--- src/rtl/lspf_pkg.sv ---
`default_nettype none

package lspf_pkg;

	// Frame layout
	localparam int unsigned START_BYTES = 4;
	localparam int unsigned PIX_BYTES   = 4;
	localparam int unsigned END_BYTES   = 44;

	// Wide enough to count the longest run of bytes
	localparam int unsigned CNT_W = $clog2(END_BYTES);

	localparam logic [7:0] START_BYTE  = 8'h00;
	localparam logic [7:0] HEADER_BYTE = 8'hFF;
	localparam logic [7:0] END_BYTE    = 8'hFF;

	// Classified pixel, passed from the front to the back
	typedef struct packed {
		logic [7:0] colour0;
		logic [7:0] colour1;
		logic [7:0] colour2;
		logic       first;
		logic       last;
	} pix_desc_t;

endpackage

`default_nettype wire

--- src/rtl/lspf_ifs.sv ---
`default_nettype none

// Pixel channel: one packed pixel per beat
interface lspf_pix_if;
	logic       valid;
	logic       ready;
	logic [7:0] pixel_byte;
	logic       first_pixel;
	logic       last_pixel;

	modport source (output valid, pixel_byte, first_pixel, last_pixel, input ready);
	modport sink   (input valid, pixel_byte, first_pixel, last_pixel, output ready);
endinterface

// Byte channel: one stream byte per beat
interface lspf_byte_if;
	logic       valid;
	logic       ready;
	logic [7:0] out_byte;
	logic       run_end;

	modport source (output valid, out_byte, run_end, input ready);
	modport sink   (input valid, out_byte, run_end, output ready);
endinterface

`default_nettype wire

--- src/rtl/lspf_front.sv ---
`default_nettype none

module lspf_front
	import lspf_pkg::*;
(
	lspf_pix_if.sink   pixel_in,
	input  wire logic [7:0] scale_code,
	input  wire logic       q_ready,
	output logic            q_push,
	output pix_desc_t       q_desc
);

	// Shift by twice the exponent, then optional brightness scaling
	function automatic logic [7:0] colour_byte(input logic [1:0] field,
		input logic [1:0] expo, input logic [7:0] scale);
		logic [7:0]  shifted;
		logic [15:0] prod;
		shifted = {6'b0, field} << {expo, 1'b0};
		prod    = 16'(shifted) * 16'(scale);
		return (scale == 8'd0) ? shifted : prod[15:8];
	endfunction

	logic [1:0] expo;

	assign expo = pixel_in.pixel_byte[7:6];

	// Beat goes straight into the queue when it has room
	assign pixel_in.ready = q_ready;
	assign q_push         = pixel_in.valid & q_ready;

	always_comb begin
		q_desc.colour0 = colour_byte(pixel_in.pixel_byte[5:4], expo, scale_code);
		q_desc.colour1 = colour_byte(pixel_in.pixel_byte[3:2], expo, scale_code);
		q_desc.colour2 = colour_byte(pixel_in.pixel_byte[1:0], expo, scale_code);
		q_desc.first   = pixel_in.first_pixel;
		q_desc.last    = pixel_in.last_pixel;
	end

endmodule

`default_nettype wire

--- src/rtl/lspf_queue.sv ---
`default_nettype none

module lspf_queue
	import lspf_pkg::*;
#(
	parameter int unsigned DEPTH = 2
) (
	input  wire logic      clk,
	input  wire logic      arst_n,
	input  wire logic      push,
	input  wire pix_desc_t push_desc,
	output logic           push_ready,
	input  wire logic      pop,
	output logic           pop_valid,
	output pix_desc_t      pop_desc
);

	localparam int unsigned PTR_W = (DEPTH > 1) ? $clog2(DEPTH) : 1;
	localparam int unsigned CNT_W_Q = $clog2(DEPTH + 1);

	pix_desc_t          entry_q [DEPTH];
	logic [PTR_W-1:0]   wr_ptr_q;
	logic [PTR_W-1:0]   rd_ptr_q;
	logic [CNT_W_Q-1:0] count_q;
	logic               do_push;
	logic               do_pop;

	assign push_ready = (count_q != CNT_W_Q'(DEPTH));
	assign pop_valid  = (count_q != '0);
	assign pop_desc   = entry_q[rd_ptr_q];
	assign do_push    = push & push_ready;
	assign do_pop     = pop & pop_valid;

	// Pointers and fill level
	always_ff @(posedge clk or negedge arst_n) begin
		if (!arst_n) begin
			wr_ptr_q <= '0;
			rd_ptr_q <= '0;
			count_q  <= '0;
		end else begin
			if (do_push) begin
				wr_ptr_q <= (wr_ptr_q == PTR_W'(DEPTH - 1)) ? '0 : wr_ptr_q + 1'b1;
			end
			if (do_pop) begin
				rd_ptr_q <= (rd_ptr_q == PTR_W'(DEPTH - 1)) ? '0 : rd_ptr_q + 1'b1;
			end
			if (do_push && !do_pop) begin
				count_q <= count_q + 1'b1;
			end else if (do_pop && !do_push) begin
				count_q <= count_q - 1'b1;
			end
		end
	end

	// Storage
	always_ff @(posedge clk) begin
		if (do_push) begin
			entry_q[wr_ptr_q] <= push_desc;
		end
	end

endmodule

`default_nettype wire

--- src/rtl/lspf_back.sv ---
`default_nettype none

module lspf_back
	import lspf_pkg::*;
(
	input  wire logic       clk,
	input  wire logic       arst_n,
	input  wire logic       q_valid,
	input  wire pix_desc_t  q_desc,
	output logic            q_pop,
	lspf_byte_if.source     byte_out
);

	localparam logic [1:0] ST_START = 2'd0;
	localparam logic [1:0] ST_PIX   = 2'd1;
	localparam logic [1:0] ST_END   = 2'd2;

	logic [1:0]       state_q;
	logic [CNT_W-1:0] cnt_q;
	logic             busy_q;
	pix_desc_t        cur_q;
	logic             out_valid_q;
	logic [7:0]       out_byte_q;
	logic             run_end_q;

	logic             out_can;
	logic             emit;
	logic             last_byte;
	logic             run_done;
	logic [7:0]       byte_nxt;

	assign byte_out.valid    = out_valid_q;
	assign byte_out.out_byte = out_byte_q;
	assign byte_out.run_end  = run_end_q;

	// Output register is free when empty or being drained
	assign out_can = !out_valid_q || byte_out.ready;
	assign emit    = busy_q && out_can;

	// Byte selection and end-of-run detection
	always_comb begin
		byte_nxt  = HEADER_BYTE;
		run_done  = 1'b0;
		last_byte = 1'b0;
		unique case (state_q)
			ST_START: begin
				byte_nxt = START_BYTE;
				run_done = (cnt_q == CNT_W'(START_BYTES - 1));
			end
			ST_PIX: begin
				case (cnt_q[1:0])
					2'd0:    byte_nxt = HEADER_BYTE;
					2'd1:    byte_nxt = cur_q.colour0;
					2'd2:    byte_nxt = cur_q.colour1;
					default: byte_nxt = cur_q.colour2;
				endcase
				run_done  = (cnt_q == CNT_W'(PIX_BYTES - 1));
				last_byte = run_done && !cur_q.last;
			end
			ST_END: begin
				byte_nxt  = END_BYTE;
				run_done  = (cnt_q == CNT_W'(END_BYTES - 1));
				last_byte = run_done;
			end
			default: begin
				byte_nxt = HEADER_BYTE;
			end
		endcase
	end

	// Take the next pixel when idle or on the final byte of the current one
	assign q_pop = q_valid && (!busy_q || (emit && last_byte));

	// Sequencer control
	always_ff @(posedge clk or negedge arst_n) begin
		if (!arst_n) begin
			busy_q      <= 1'b0;
			state_q     <= ST_PIX;
			cnt_q       <= '0;
			out_valid_q <= 1'b0;
		end else begin
			if (out_can) begin
				out_valid_q <= busy_q;
			end
			if (q_pop) begin
				busy_q  <= 1'b1;
				state_q <= q_desc.first ? ST_START : ST_PIX;
				cnt_q   <= '0;
			end else if (emit) begin
				if (last_byte) begin
					busy_q <= 1'b0;
				end else if (run_done) begin
					state_q <= (state_q == ST_START) ? ST_PIX : ST_END;
					cnt_q   <= '0;
				end else begin
					cnt_q <= cnt_q + 1'b1;
				end
			end
		end
	end

	// Payload
	always_ff @(posedge clk) begin
		if (q_pop) begin
			cur_q <= q_desc;
		end
		if (emit) begin
			out_byte_q <= byte_nxt;
			run_end_q  <= last_byte;
		end
	end

endmodule

`default_nettype wire

--- src/rtl/led_strip_pixel_framer_unit.sv ---
// A pixel's first byte passes the queue entry, the back end's sequencer state and
// the output register. The back end's byte sequencer sends one output byte per
// cycle while byte_out is ready; a pixel is 4 bytes, frame start 4, frame end 44.
// A short pixel queue lets new pixels be taken while bytes are still being sent.
// Reset (arst_n low, asynchronous) empties the queue and output, scale_code to 0.
`default_nettype none

module led_strip_pixel_framer_unit
	import lspf_pkg::*;
#(
	parameter int unsigned QUEUE_DEPTH = 2
) (
	input  wire logic       clk,
	input  wire logic       arst_n,
	input  wire logic       cfg_we,
	input  wire logic [7:0] cfg_wdata,
	lspf_pix_if.sink        pixel_in,
	lspf_byte_if.source     byte_out
);

	logic [7:0] scale_code_q;
	logic       q_ready;
	logic       q_push;
	pix_desc_t  push_desc;
	logic       q_valid;
	logic       q_pop;
	pix_desc_t  pop_desc;

	// Brightness register
	always_ff @(posedge clk or negedge arst_n) begin
		if (!arst_n) begin
			scale_code_q <= 8'd0;
		end else if (cfg_we) begin
			scale_code_q <= cfg_wdata;
		end
	end

	lspf_front u_front (
		.pixel_in   (pixel_in),
		.scale_code (scale_code_q),
		.q_ready    (q_ready),
		.q_push     (q_push),
		.q_desc     (push_desc)
	);

	lspf_queue #(
		.DEPTH (QUEUE_DEPTH)
	) u_queue (
		.clk        (clk),
		.arst_n     (arst_n),
		.push       (q_push),
		.push_desc  (push_desc),
		.push_ready (q_ready),
		.pop        (q_pop),
		.pop_valid  (q_valid),
		.pop_desc   (pop_desc)
	);

	lspf_back u_back (
		.clk      (clk),
		.arst_n   (arst_n),
		.q_valid  (q_valid),
		.q_desc   (pop_desc),
		.q_pop    (q_pop),
		.byte_out (byte_out)
	);

endmodule

`default_nettype wire

--- src/flat_wrapper.sv ---
// flat-port wrapper written by rule: the top's interface ports become plain ports
module led_strip_pixel_framer_unit_flat import lspf_pkg::*;
#(
	parameter int unsigned QUEUE_DEPTH = 2
)
  (clk, arst_n, cfg_we, cfg_wdata, pixel_in_valid, pixel_in_pixel_byte, pixel_in_first_pixel, pixel_in_last_pixel, pixel_in_ready, byte_out_valid, byte_out_out_byte, byte_out_run_end, byte_out_ready);
  lspf_pix_if pixel_in_i ();
  lspf_byte_if byte_out_i ();
  input  wire logic clk;
  input  wire logic arst_n;
  input  wire logic cfg_we;
  input  wire logic [7:0] cfg_wdata;
  input wire logic [$bits(pixel_in_i.valid)-1:0] pixel_in_valid;
  input wire logic [$bits(pixel_in_i.pixel_byte)-1:0] pixel_in_pixel_byte;
  input wire logic [$bits(pixel_in_i.first_pixel)-1:0] pixel_in_first_pixel;
  input wire logic [$bits(pixel_in_i.last_pixel)-1:0] pixel_in_last_pixel;
  output wire logic [$bits(pixel_in_i.ready)-1:0] pixel_in_ready;
  output wire logic [$bits(byte_out_i.valid)-1:0] byte_out_valid;
  output wire logic [$bits(byte_out_i.out_byte)-1:0] byte_out_out_byte;
  output wire logic [$bits(byte_out_i.run_end)-1:0] byte_out_run_end;
  input wire logic [$bits(byte_out_i.ready)-1:0] byte_out_ready;
  assign pixel_in_i.valid = pixel_in_valid;
  assign pixel_in_i.pixel_byte = pixel_in_pixel_byte;
  assign pixel_in_i.first_pixel = pixel_in_first_pixel;
  assign pixel_in_i.last_pixel = pixel_in_last_pixel;
  assign pixel_in_ready = pixel_in_i.ready;
  assign byte_out_valid = byte_out_i.valid;
  assign byte_out_out_byte = byte_out_i.out_byte;
  assign byte_out_run_end = byte_out_i.run_end;
  assign byte_out_i.ready = byte_out_ready;
  led_strip_pixel_framer_unit #(.QUEUE_DEPTH(QUEUE_DEPTH)) u_core (.clk(clk), .arst_n(arst_n), .cfg_we(cfg_we), .cfg_wdata(cfg_wdata), .pixel_in(pixel_in_i), .byte_out(byte_out_i));
endmodule
--- config.mk ---
export PLATFORM = sky130hd
export DESIGN_NAME = led_strip_pixel_framer_unit_flat
export DESIGN_NICKNAME = d
export VERILOG_FILES = /design/src/rtl/lspf_pkg.sv /design/src/rtl/lspf_ifs.sv /design/src/rtl/lspf_front.sv /design/src/rtl/lspf_queue.sv /design/src/rtl/lspf_back.sv /design/src/rtl/led_strip_pixel_framer_unit.sv /design/src/flat_wrapper.sv
export SDC_FILE = /design/constraint.sdc
export NUM_CORES = 1
export LEC_CHECK = 0
export ABC_CLOCK_PERIOD_IN_PS = 10200
export BUFFER_PORTS_ARGS = -buffer_cell sky130_fd_sc_hd__buf_4
export CORE_ASPECT_RATIO = 0.75
export CORE_MARGIN = 2
export CORE_UTILIZATION = 55
export DETAILED_ROUTE_END_ITERATION = 7
export GPL_ROUTABILITY_DRIVEN = 0
export PLACE_DENSITY = 0.71
export REMOVE_ABC_BUFFERS = 1
export SYNTH_ARGS = -nofsm -noshare
export SYNTH_HDL_FRONTEND = slang
export SYNTH_SLANG_ARGS = --single-unit
--- constraint.sdc ---
create_clock -name clk -period 10.2 [get_ports clk]
set_input_delay 1.02 -clock clk [delete_from_list [all_inputs] [get_ports clk]]
set_output_delay 1.02 -clock clk [all_outputs]
set_load 0.01 [all_outputs]
==> results.yml <==
floorplan:
  die_w_um: 164
  ios: 34
  die_h_um: 124
  initial_core_util_pct: 56.7
  die-area_mm2: 0.0204
  rows: 43
  core_mm2: 0.0187
critical_path:
  r2r_cells: 13
  setup.worst_path.class: "in -> reg"
  required_ns: 10.30
  end_kind: "flop"
  startpoint_type: "primary input"
  rrSetupSlack_ns: 4.90
  cp_top_family: "adder cells"
  critical_path_buf_inv_count: 3
  r2r_end: "u_core.u_queue.entry_q[1][25]"
  slowest_delay_ns: 0.54
  slowest_stage: "fa_1"
  path_cells: "buf_4 -> nor2b_2 -> buf_4 -> and2_1 -> nand2_1 -> fa_1 -> fa_1 -> inv_1 -> fa_1 -> fa_1 -> ha_1 -> nand3_1 -> nor4_1 -> o211ai_1 -> a31oi_1 -> a41oi_1 -> mux2_2"
  endpoint: "u_core.u_queue.entry_q[1][14]"
  cp_max_fo: 29
  startpoint: "pixel_in_pixel_byte[6]"
  cp_num_cells: 17
  cp_data_arrival_time_ns: 5.92
  rr_startpoint: "u_core.scale_code_q[6]"
  cp_common_cell: "fa_1"
timing:
  relSlewSlack_pct: 20.4
  setup_viol: 0
  period_needed_ns: 5.81
  tightestPinTransition_ns: 1.19
  fmax_ghz: 0.172
  rsz0062_at_grt: "false"
  setup_tns_ns: 0
  period_share_pct: 57.0
  drv_slew: 0
  clock-skew-final_ns: 0.00974
  hold_violations: 0
yosys:
  ys_seq_area_share_pct: 29.5
  synthAdderAreaFrac_pct: 32.5
  synth_compound_area_share_pct: 7.32
  async_flop_share_pct: 20.4
  synth_top_family_by_area: "adder cells"
  synth_ff_type: "edfxtp_1"
  synth_edf_count: 86
  synth_mux_area_share_pct: 4.21
  ys_ff_latch: 108
  synth_xor_area_share_pct: 2.06
  synthSimpleGateAreaFrac_pct: 17.3
  syn_area_mm2: 0.0106
  synth.avg_cell_area_um2: 10.2
  syn_inst: 1036
  synth-warning-count: 0
  synth_cell_type_count: 54
drt:
  totalWireLength_um: 23200
  drc: 0
  drtIter0Drc: 572
  viasPerCell: 5.76
  firstDrtPassIters: 5
  num_vias: 7362
  drtAntennaViolNets: 0
  wl_per_cell_um: 18.2
placed_design:
  place_hpwl_um: 17100
  port_buffers: 33
  place_area_mm2: 0.0110
cells_and_area:
  num-nets-final: 1263
  insertedDiodeCount: 0
  area_growth_pct: 6.39
  stdcell_area_mm2: 0.0113
  final_cell_mix: "133 x inv_1, 110 x and3_1, 108 x ha_1"
  ff_latch_area_mm2: 0.00313
  mostFrequentLayoutCell: "inv_1"
  multi_input_area_mm2: 0.00674
  drive_gt1_share_pct: 10.7
  nFillCells: 1561
clock_network:
  cts_resized: 0
  h-tree-depth: 3
  cts.sinks: 108
  cts-buffers-inserted: 9
  holdBufCountCts: 0
  path_clk_slew_ns: 0.08
  cts_tree: "built"
  clockBufferDepth: 2
  root_buffer: "clkbuf_16"
  post-cts-setup-buffers: 0
  clk_latency_ns: 0.35
status:
  status: "finished clean"
power_and_ir_drop:
  leakage_nw: 5.69
  powerDensity_mw_per_mm2: 142
  peakVddDrop_mv: 0.110
grt:
  grt_pass1_vias: 7649
  grt.overflow.total: 0
  grt_max_degree: 45
  grt_use_total_pct: 24.1
  antenna_found_initial: 0
  grt_pass1_wl_um: 39100
run:
  cap_violations: 0
min_path:
  hold_class: "reg -> reg"
  min_from: "u_core.u_queue.count_q[1]"
## kinds of logic after synthesis
| logic type | after synthesis |
|---|---|
| flops | 108 |
| simple gates | 334 |
| fa+ha+maj | 213 |
| mux | 40 |
| compound gates | 120 |
| xor+xnor | 25 |
| buf+inv | 196 |
## cell type report
class | count | share of cell area, %
inverters | 134 | 4.45
well taps | 247 | 2.74
flip-flops and latches | 108 | 27.8
repair buffers | 42 | 2.79
clock buffers | 9 | 1.99
multi-input cells | 732 | 59.7
clock inverters | 7 | 0.609
## per-layer routing
metal,routed length (µm),up-vias,global-route usage [%]
met5,0,-,0
met4,221,0,3.58
met3,1460,18,4.06
met2,10400,193,36.8
met1,11100,3649,36.8
li1,-,3502,-
## flip-flops by register name (all words and copies together) (netlist names)
register and flops:
u_core.u_queue.entry_q 52, u_core.u_back.cur_q 25, u_core.scale_code_q 8, u_core.u_back.byte_out.out_byte 8, u_core.u_back.cnt_q 6, u_core.u_back.state_q 2
u_core.u_queue.count_q 2, u_core.u_back.busy_q 1, u_core.u_back.byte_out.run_end 1, u_core.u_back.byte_out.valid 1, u_core.u_queue.rd_ptr_q 1, u_core.u_queue.wr_ptr_q 1
## through the flow
step	power [mW]	hold slack, ns	setup slack, ns	std cells	utilization (%)
4_1_cts	1.60	0.499	4.47	1279	60.3
6_report	1.60	0.497	4.39	1279	60.3
5_1_grt	1.70	0.533	4.14	1279	60.3
3_5_place_dp	1.27	0.487	4.11	1263	58.8
3_3_place_gp	1.25	0.486	4.29	1263	58.8
2_1_floorplan	1.07	0.461	4.09	974	-
## synth_stat cells, types with 2 or more instances
library cell / instances / area, µm²
o31ai_1: 7 / 52.6
a21o_1: 9 / 67.6
or2_2: 4 / 25.0
nand3_1: 14 / 70.1
a31o_2: 2 / 17.5
nand4_1: 3 / 18.8
a21oi_1: 39 / 195
edfxtp_1: 86 / 2580
or3_1: 3 / 18.8
inv_1: 133 / 499
nor3_1: 12 / 60.1
buf_6: 2 / 22.5
dfrtp_1: 21 / 526
a221oi_1: 7 / 61.3
nand3b_1: 3 / 22.5
mux2i_1: 3 / 30.0
buf_2: 2 / 10.0
nor2b_1: 3 / 18.8
ha_1: 108 / 1350
o211ai_1: 10 / 75.1
mux2_2: 37 / 417
and4_1: 2 / 17.5
nor4_1: 4 / 25.0
nand2_1: 70 / 263
fa_1: 105 / 2100
o21a_1: 8 / 60.1
o21ai_0: 17 / 85.1
clkbuf_1: 58 / 218
a211o_1: 2 / 17.5
a31oi_1: 7 / 43.8
a211oi_1: 4 / 30.0
and2_1: 62 / 388
nor3b_1: 2 / 15.0
nand2b_1: 2 / 12.5
xor2_1: 9 / 78.8
xnor2_1: 16 / 140
and3_1: 110 / 688
nor2_1: 34 / 128
## power breakdown
part | switching (mW) | internal [mW]
registers | 0.0827 | 0.612
logic | 0.317 | 0.253
clock network | 0.163 | 0.172
## how the worst min path moves through the flow
stage                                end  slack, ns  cells after the start
2_1_floorplan    u_core.u_queue.wr_ptr_q       0.46                      1
3_3_place_gp   u_core.u_queue.count_q[1]       0.49                      1
3_5_place_dp   u_core.u_queue.count_q[1]       0.49                      1
4_1_cts        u_core.u_queue.count_q[1]       0.50                      1
5_1_grt        u_core.u_queue.count_q[1]       0.53                      1
6_report       u_core.u_queue.count_q[1]       0.50                      1
## worst reg2reg max path: stages, from the launching register on
cell and delay [ns]:
dfrtp_1 0.99, nand3_1 0.23, fa_1 0.54, fa_1 0.54, inv_1 0.05, fa_1 0.50
fa_1 0.49, ha_1 0.37, a211oi_1 0.32, o21ai_0 0.17, o211ai_1 0.22, a311oi_2 0.17
or3_1 0.33, a31oi_1 0.21
No activity file was read; power rests on OpenSTA's default activity.
